--- src/design/exl_pkg.sv ---
// ----------------------------------------------------------------------------
// exl_pkg
// Shared types, constants and character classes for the expression lexer.
// ----------------------------------------------------------------------------
`default_nettype none

package exl_pkg;

	// line limit; columns and lengths saturate here
	localparam int MAX_LINE = 4096;
	localparam int COL_W    = 13;
	localparam logic [COL_W-1:0] COL_MAX = COL_W'(MAX_LINE);

	// result slots per character
	localparam int NSLOT = 3;

	localparam logic [7:0] CH_DOT    = 8'h2E;
	localparam logic [7:0] CH_UNDER  = 8'h5F;
	localparam logic [7:0] CH_CARET  = 8'h5E;
	localparam logic [7:0] CH_EQUAL  = 8'h3D;
	localparam logic [7:0] CH_LPAREN = 8'h28;
	localparam logic [7:0] CH_RPAREN = 8'h29;
	localparam logic [7:0] CH_PLUS   = 8'h2B;
	localparam logic [7:0] CH_MINUS  = 8'h2D;
	localparam logic [7:0] CH_STAR   = 8'h2A;
	localparam logic [7:0] CH_SLASH  = 8'h2F;
	localparam logic [7:0] CH_BSLASH = 8'h5C;
	localparam logic [7:0] CH_SPACE  = 8'h20;
	localparam logic [7:0] CH_TAB    = 8'h09;

	typedef enum logic [1:0] {
		KIND_NONE  = 2'd0,
		KIND_NUM   = 2'd1,
		KIND_IDENT = 2'd2
	} run_kind_t;

	typedef enum logic [3:0] {
		TT_BAD    = 4'd0,
		TT_SPACE  = 4'd1,
		TT_LPAREN = 4'd2,
		TT_RPAREN = 4'd3,
		TT_PLUS   = 4'd4,
		TT_MINUS  = 4'd5,
		TT_STAR   = 4'd6,
		TT_SLASH  = 4'd7,
		TT_BSLASH = 4'd8,
		TT_CARET  = 4'd9,
		TT_EQUAL  = 4'd10,
		TT_PERIOD = 4'd11,
		TT_IDENT  = 4'd12,
		TT_NUMBER = 4'd13
	} tok_type_t;

	typedef struct packed {
		tok_type_t        ttype;
		logic [COL_W-1:0] start;
		logic [COL_W-1:0] len;
		logic             last;
	} token_t;

	// tokens closed by one character, in emission order
	typedef struct packed {
		logic [1:0]   count;
		token_t [2:0] tok;
	} tok_batch_t;

	function automatic logic [COL_W-1:0] sat_inc(input logic [COL_W-1:0] v);
		return (v >= COL_MAX) ? COL_MAX : v + COL_W'(1);
	endfunction

	function automatic logic is_digit(input logic [7:0] c);
		return (c >= 8'h30) && (c <= 8'h39);
	endfunction

	function automatic logic is_letter(input logic [7:0] c);
		return ((c >= 8'h41) && (c <= 8'h5A)) || ((c >= 8'h61) && (c <= 8'h7A));
	endfunction

	function automatic logic is_numeric(input logic [7:0] c);
		return is_digit(c) || (c == CH_DOT);
	endfunction

	function automatic logic is_ident_char(input logic [7:0] c);
		return is_letter(c) || is_digit(c) || (c == CH_UNDER);
	endfunction

	function automatic logic is_elem_op(input logic [7:0] c);
		return (c == CH_PLUS) || (c == CH_MINUS) || (c == CH_STAR) ||
			(c == CH_SLASH) || (c == CH_BSLASH) || (c == CH_CARET);
	endfunction

	function automatic tok_type_t single_type(input logic [7:0] c);
		tok_type_t t;
		unique case (c)
			CH_SPACE, CH_TAB: t = TT_SPACE;
			CH_LPAREN:        t = TT_LPAREN;
			CH_RPAREN:        t = TT_RPAREN;
			CH_PLUS:          t = TT_PLUS;
			CH_MINUS:         t = TT_MINUS;
			CH_STAR:          t = TT_STAR;
			CH_SLASH:         t = TT_SLASH;
			CH_BSLASH:        t = TT_BSLASH;
			CH_CARET:         t = TT_CARET;
			CH_EQUAL:         t = TT_EQUAL;
			default:          t = TT_BAD;
		endcase
		return t;
	endfunction

	function automatic tok_type_t run_type(input run_kind_t k, input logic dot_first);
		if (k == KIND_IDENT) begin
			return TT_IDENT;
		end
		return dot_first ? TT_PERIOD : TT_NUMBER;
	endfunction

endpackage

`default_nettype wire

--- src/design/exl_scan.sv ---
// ----------------------------------------------------------------------------
// exl_scan
// Input register, run state and token building for one character per cycle while the result slots take each batch.
// ----------------------------------------------------------------------------
`default_nettype none

module exl_scan (
	input  wire logic               clk,
	input  wire logic               arst_n,
	input  wire logic               in_valid,
	output logic                    in_ready,
	input  wire logic [7:0]         in_char,
	input  wire logic               in_eol,
	output logic                    batch_valid,
	output exl_pkg::tok_batch_t     batch,
	input  wire logic               batch_take
);
	import exl_pkg::*;

	logic             valid_s1;
	logic [7:0]       char_s1;
	logic             eol_s1;

	run_kind_t        kind_q;
	logic             sd_q;
	logic [COL_W-1:0] start_q;
	logic [COL_W-1:0] cnt_q;
	logic [COL_W-1:0] col_q;
	logic             pend_q;

	logic             advance;
	logic [COL_W-1:0] col;
	logic             a_close;
	logic [COL_W-1:0] cnt1;
	run_kind_t        kind1;
	logic             cont;
	logic             b_close;
	logic             single_v;
	run_kind_t        kind2;
	logic             sd2;
	logic [COL_W-1:0] start2;
	logic [COL_W-1:0] cnt2;
	logic             pend2;
	logic             eol_close;
	token_t           run_tok;
	token_t           dot_tok;
	token_t           tail_tok;
	logic             tail_v;
	tok_batch_t       b;

	assign advance     = valid_s1 && batch_take;
	assign in_ready    = !valid_s1 || batch_take;
	assign batch_valid = valid_s1;
	assign batch       = b;

	always_ff @(posedge clk or negedge arst_n) begin
		if (!arst_n) begin
			valid_s1 <= 1'b0;
		end else if (in_ready) begin
			valid_s1 <= in_valid;
		end
	end

	always_ff @(posedge clk) begin
		if (in_ready && in_valid) begin
			char_s1 <= in_char;
			eol_s1  <= in_eol;
		end
	end

	always_comb begin
		col  = sat_inc(col_q);
		// held dot followed by an element-wise operator splits off
		a_close = pend_q && (kind_q == KIND_NUM) && is_elem_op(char_s1);
		cnt1    = (pend_q && !a_close) ? sat_inc(cnt_q) : cnt_q;
		kind1   = a_close ? KIND_NONE : kind_q;
		cont    = ((kind1 == KIND_NUM) && is_numeric(char_s1)) ||
			((kind1 == KIND_IDENT) && is_ident_char(char_s1));
		b_close = !cont && (kind1 != KIND_NONE);

		single_v = 1'b0;
		pend2    = 1'b0;
		kind2    = kind1;
		sd2      = sd_q;
		start2   = start_q;
		cnt2     = cnt1;
		if (cont) begin
			if ((kind1 == KIND_NUM) && (char_s1 == CH_DOT) && !eol_s1) begin
				pend2 = 1'b1;
			end else begin
				cnt2 = sat_inc(cnt1);
			end
		end else if (is_numeric(char_s1)) begin
			kind2  = KIND_NUM;
			sd2    = (char_s1 == CH_DOT);
			start2 = col;
			cnt2   = COL_W'(1);
		end else if (is_letter(char_s1)) begin
			kind2  = KIND_IDENT;
			sd2    = 1'b0;
			start2 = col;
			cnt2   = COL_W'(1);
		end else begin
			kind2    = KIND_NONE;
			sd2      = 1'b0;
			cnt2     = '0;
			single_v = 1'b1;
		end
		eol_close = eol_s1 && (kind2 != KIND_NONE);

		run_tok.ttype = run_type(kind_q, sd_q);
		run_tok.start = start_q;
		run_tok.len   = cnt1;
		run_tok.last  = 1'b0;

		dot_tok.ttype = TT_PERIOD;
		dot_tok.start = col_q;
		dot_tok.len   = COL_W'(1);
		dot_tok.last  = 1'b0;

		// single token and line-end close never occur together
		tail_v = single_v || eol_close;
		tail_tok.last = 1'b0;
		if (single_v) begin
			tail_tok.ttype = single_type(char_s1);
			tail_tok.start = col;
			tail_tok.len   = COL_W'(1);
		end else begin
			tail_tok.ttype = run_type(kind2, sd2);
			tail_tok.start = start2;
			tail_tok.len   = cnt2;
		end

		b.tok[0] = tail_tok;
		b.tok[1] = tail_tok;
		b.tok[2] = tail_tok;
		if (a_close) begin
			b.tok[0] = run_tok;
			b.tok[1] = dot_tok;
			b.count  = 2'd2 + 2'(tail_v);
		end else if (b_close) begin
			b.tok[0] = run_tok;
			b.count  = 2'd1 + 2'(tail_v);
		end else begin
			b.count  = 2'(tail_v);
		end
		for (int i = 0; i < NSLOT; i++) begin
			b.tok[i].last = (2'(i) + 2'd1 == b.count);
		end
	end

	always_ff @(posedge clk or negedge arst_n) begin
		if (!arst_n) begin
			kind_q  <= KIND_NONE;
			sd_q    <= 1'b0;
			start_q <= '0;
			cnt_q   <= '0;
			col_q   <= '0;
			pend_q  <= 1'b0;
		end else if (advance) begin
			start_q <= start2;
			if (eol_s1) begin
				kind_q <= KIND_NONE;
				sd_q   <= 1'b0;
				cnt_q  <= '0;
				col_q  <= '0;
				pend_q <= 1'b0;
			end else begin
				kind_q <= kind2;
				sd_q   <= sd2;
				cnt_q  <= cnt2;
				col_q  <= col;
				pend_q <= pend2;
			end
		end
	end

endmodule

`default_nettype wire

--- src/design/exl_out_buf.sv ---
// ----------------------------------------------------------------------------
// exl_out_buf
// Three-slot result register; takes a batch of tokens, sends one per cycle while the sink is ready.
// ----------------------------------------------------------------------------
`default_nettype none

module exl_out_buf (
	input  wire logic               clk,
	input  wire logic               arst_n,
	input  wire logic               batch_valid,
	input  wire exl_pkg::tok_batch_t batch,
	output logic                    batch_take,
	output logic                    out_valid,
	input  wire logic               out_ready,
	output exl_pkg::token_t         out_tok
);
	import exl_pkg::*;

	logic [1:0] count_q;
	token_t     slot_q [NSLOT];
	token_t     shifted [NSLOT];
	logic       pop;
	logic [1:0] keep;
	logic [2:0] total;

	assign out_valid = (count_q != 2'd0);
	assign out_tok   = slot_q[0];
	assign pop       = out_valid && out_ready;
	assign keep      = count_q - 2'(pop);
	assign total     = 3'(keep) + 3'(batch.count);
	assign batch_take = batch_valid && (total <= 3'(NSLOT));

	always_comb begin
		shifted[0] = pop ? slot_q[1] : slot_q[0];
		shifted[1] = pop ? slot_q[2] : slot_q[1];
		shifted[2] = slot_q[2];
	end

	always_ff @(posedge clk or negedge arst_n) begin
		if (!arst_n) begin
			count_q <= 2'd0;
		end else begin
			count_q <= batch_take ? total[1:0] : keep;
		end
	end

	always_ff @(posedge clk) begin
		for (int i = 0; i < NSLOT; i++) begin
			if (2'(i) < keep) begin
				slot_q[i] <= shifted[i];
			end else begin
				slot_q[i] <= batch.tok[2'(i) - keep];
			end
		end
	end

endmodule

`default_nettype wire

--- src/design/expression_char_lexer.sv ---
// ----------------------------------------------------------------------------
// expression_char_lexer
// Character-stream lexer for expression lines: one byte in, tokens out.
// ----------------------------------------------------------------------------
// Usage:
//  - s_* carries one character word per handshake; s_tlast flags the final
//    character of the line and closes any open run.
//  - m_* carries one token word per handshake: type, 1-based start column
//    and length. m_tlast is set on the last token caused by a character.
//  - A character may cause zero to three tokens (held dot split off, run
//    closed, single-character token or line-end close).
//  - Path: an accepted character passes the input register, then the result
//    slots, before its first token shows on m_*.
//  - Throughput: one character per cycle while each gives at most one token
//    and the sink keeps up. m_* moves one token a cycle; the input register
//    waits once the three result slots cannot take its batch.
//  - Sink stall: tokens wait in the result slots; the input register keeps
//    taking characters until the slots cannot hold the next batch.
//  - Reset (arst_n low) empties both stages and clears the column counter
//    and run state; the first character after reset is column 1.
//  - Columns and lengths saturate at the line limit of 4096.
// ----------------------------------------------------------------------------
`default_nettype none

module expression_char_lexer (
	input  wire logic        clk,
	input  wire logic        arst_n,
	input  wire logic        s_tvalid,
	output logic             s_tready,
	input  wire logic [7:0]  s_tdata,   // [7:0] character
	input  wire logic        s_tlast,   // end_of_line
	output logic             m_tvalid,
	input  wire logic        m_tready,
	output logic [31:0]      m_tdata,   // [3:0] token_type, [16:4] start_column,
	                                    // [29:17] token_length, [31:30] zero
	output logic             m_tlast    // last_result
);
	import exl_pkg::*;

	tok_batch_t batch;
	logic       batch_valid;
	logic       batch_take;
	token_t     out_tok;

	// run tracking and token building
	exl_scan u_scan (
		.clk         (clk),
		.arst_n      (arst_n),
		.in_valid    (s_tvalid),
		.in_ready    (s_tready),
		.in_char     (s_tdata),
		.in_eol      (s_tlast),
		.batch_valid (batch_valid),
		.batch       (batch),
		.batch_take  (batch_take)
	);

	// result slots, one token per output word
	exl_out_buf u_out (
		.clk         (clk),
		.arst_n      (arst_n),
		.batch_valid (batch_valid),
		.batch       (batch),
		.batch_take  (batch_take),
		.out_valid   (m_tvalid),
		.out_ready   (m_tready),
		.out_tok     (out_tok)
	);

	assign m_tdata = {2'b00, out_tok.len, out_tok.start, out_tok.ttype};
	assign m_tlast = out_tok.last;

endmodule

`default_nettype wire

--- config.mk ---
export PLATFORM = sky130hd
export DESIGN_NAME = expression_char_lexer
export DESIGN_NICKNAME = d
export VERILOG_FILES = /design/src/design/exl_pkg.sv /design/src/design/exl_scan.sv /design/src/design/exl_out_buf.sv /design/src/design/expression_char_lexer.sv
export SDC_FILE = /design/constraint.sdc
export NUM_CORES = 1
export LEC_CHECK = 0
export BUFFER_PORTS_ARGS = -buffer_cell sky130_fd_sc_hd__buf_2
export CORE_MARGIN = 4
export CORE_UTILIZATION = 48
export DETAILED_ROUTE_END_ITERATION = 6
export GPL_ROUTABILITY_DRIVEN = 0
export PLACE_DENSITY = 0.63
export SLEW_MARGIN = 20
export SYNTH_ARGS = -nofsm -noshare
export SYNTH_HDL_FRONTEND = slang
export SYNTH_HIERARCHICAL = 1
export SYNTH_SLANG_ARGS = --single-unit
--- constraint.sdc ---
create_clock -name clk -period 5.8 [get_ports clk]
set_input_delay 1.74 -clock clk [delete_from_list [all_inputs] [get_ports clk]]
set_output_delay 1.74 -clock clk [all_outputs]
set_load 0.05 [all_outputs]
==> results.md <==
* Largest delay share family, worst path: simple AND/OR/NAND/NOR gates
* Layout cells sized above 1 at 21.1%
* Reg clk slew, reported paths at 70 ps
* GR Overflow Total at 0
* Core Region at 19700 µm²
* Die H at 150 µm
* Util after Layout at 54.3%
* Io pins at 48
* Area contributors post-synth: edfxtp_1 32%, dfrtp_1 12%, mux2i_1 7.9%, mux2_2 6.3%, mux2_4 4.3%
* Largest net degree at the start of global routing at 74
* Register bit total from synthesis at 148
* Req. time, crit path at 4060 ps
* Worst Tran Pin Value at 935 ps
* Hold Path Depth at 2
* Initial antenna violation count at 0
* Synth unique cells at 74
* 1st-iter DRT viols at 450
* Placed cell area at 9990 µm²
* Setup TNS at 0 ps
* First-pass GRT wire length at 36200 µm
* CP peak stage delay at 480 ps
* CTS tree: done
* PD cells at 583 nW/µm²
* Startpoint types: flop
* Outcome: finished clean
* Slew headroom at 37.4%
* Hold buffer count at CTS at 0
* Seq/Total Area, Yosys at 43.6%
* HP Class: reg -> reg
* Fill count at 1790
* TritonRoute pass-1 iters at 5
* Mapped Avg Cell Area at 10.3 µm²
* Maxcap violations at 0
* Gr usage total at 20.1%
* Post-synth top area cell: edfxtp_1
* Minimum clock period at 5510 ps
* Clk root buf: clkbuf_16
* CP cell instances: or3b_1 > nor4_4 > buf_4 > o21ai_2 > a21oi_1 > nor2b_1 > ha_1 > nand2b_1 > ha_1 > inv_1 > fa_1 > and2_1 > nand2b_1 > buf_2
* Clk_lat worst skew at 430 ps
* Hold Slack at 526 ps
* Peak VDD IR at 1.15 mV
* Yosys warns at 6
* Post-synth ARST share at 31.1%
* CP Buf/Inv Count at 3
* Avg Vias per Cell at 5.80
* Synth Cell Area at 9670 µm²
* IO Port Bufs at 45
* Top cells by count, synth: 102 x edfxtp_1, 93 x nand2_1, 76 x mux2i_1
* Synthesized netlist cell count at 940
* Final nets at 981
* CP Data Arrival Time at 3770 ps
* Detail Placement HPWL at 14100 µm
* Final Cell Area at 10700 µm²
* FP Rows at 51
* Antenna-violating nets left at 0
* Setup violators final at 0
* Ant diodes at 0
* Crit-path max FO at 10
* R2R cell count at 16
* Place WS at 474 ps
* Maximum clock frequency at 182 MHz
* Number of global-route vias before repair at 6847
* Vias at 7159
* Drt drc at 0
* Area Growth Syn to Fin at 10.3%
* Clk_skew at 9.37 ps
* RSZ-0062 raised after global routing: no
* Bufs on Longest Clock Path at 2
* Initial Util at 49.2%
* Slowest-stage cell, CP: or3b_1
* Count leader, synth: edfxtp_1
* DIE AREA at 22500 µm²
* Worst setup margin at 293 ps
* CP endpoint kind: primary output
* EDFF count, synth at 102
* Register area at 4210 µm²
* Dominant synthesized flop cell: edfxtp_1
* Routed WL per cell at 17.7 µm
* Logic depth of the worst path, buffers included at 14
* H-tree depth at 4
* Clock sink total at 148
* Total CTS buffers at 17
* Footprint of the multi-input gates at 4980 µm²
* Number of max-slew violations in the final report at 0
* Final Cycle Share at 95.0%
* Endpoints failing hold at 0
* Leakage power at 4.41 nW
* Setup Crit Path Kind: reg -> out
* Post-synth top area share at 31.7%
* Die W at 150 µm
* Final wirelength at 21800 µm
==> layer usage <==
metal / GRT usage, % / wire length [µm] / up-vias
met4: 6.08 / 366 / 0
met5: 0 / 0 / -
li1: - / - / 3496
met1: 29.6 / 10900 / 3446
met2: 30.5 / 9750 / 188
met3: 3.24 / 872 / 29
==> repair_timing <==
action                     CTS  global route
gates resized for setup      0             4
setup buffers                0             8
setup endpoints to repair    0             1
==> power breakdown <==
group / total [mW] / leakage (nW) / internal, mW / switching [mW]
logic: 3.22 / 2.43 / 1.07 / 2.16
registers: 1.85 / 1.70 / 1.71 / 0.144
clock network: 1.15 / 0.281 / 0.684 / 0.465
==> flip-flops by register name, indices dropped and copies added (netlist names) <==
name,cells
u_scan/char_s1,8
u_scan/kind_q,2
u_scan/sd_q,1
u_out/count_q,2
u_out/slot_q,93
u_scan/pend_q,1
u_scan/col_q,13
u_scan/batch_valid,1
u_scan/start_q,13
u_scan/eol_s1,1
u_scan/cnt_q,13
==> worst min-delay path: stages (launching register included) <==
cell     delay [ps]
dfrtp_1         350
o21ai_0          90
nand2_1          50
==> per-stage QoR <==
stage | std cells | total power [mW]
after floorplan | 941 | 4.45
after global placement | 1195 | 5.06
after detailed placement | 1195 | 5.07
after CTS | 1227 | 6.23
after global routing | 1235 | 6.58
final | 1235 | 6.22
==> layout by cell type, fill, tap and decap left out, drive strengths merged, types with 33 or more instances in the layout <==
cell type and count:
mux2 82, inv 42, nor2 62, mux2i 76, buf 67, dfrtp 46, o21ai 45, nand4 39
o211ai 33, nand2 93, nand2b 46, a21oi 34, edfxtp 102
==> worst paths after layout <==
path,startpoint,to,slack (ps)
max,u_scan/char_s1[6],s_tready,290
min,u_scan/sd_q,u_scan/sd_q,530
max reg2reg,u_scan/char_s1[6],u_scan/cnt_q[7],1420
min reg2reg,u_scan/sd_q,u_scan/sd_q,530
max in group asynchronous,arst_n,u_scan/start_q[2],3930
min in group asynchronous,arst_n,u_scan/batch_valid,1410
==> kinds of logic (layout without fill, tap and decap cells) <==
| logic type | Yosys count | after routing | share of synthesized area (%) |
|---|---|---|---|
| xor gates and xnor gates | 14 | 14 | 1.35 |
| muxes | 158 | 158 | 18.5 |
| DFF | 148 | 148 | 43.6 |
| AOI/OAI and AO/OA | 176 | 176 | 12.4 |
| and+or+nand+nor | 323 | 323 | 17.3 |
| buffers and inverters | 109 | 138 | 5.41 |
| adders and majority gates | 11 | 11 | 1.50 |
| other | 1 | 2 | 0.0388 |
==> area by class of cell <==
class / count / share of cell area (%)
timing repair buffer: 67 / 3.66
inverter: 39 / 1.37
tap: 265 / 3.11
clock inverter: 13 / 1.62
clock buffer: 19 / 4.06
sequential: 148 / 39.5
multi-input combinational: 684 / 46.7
Note: power is estimated with default switching activity, not from simulation.
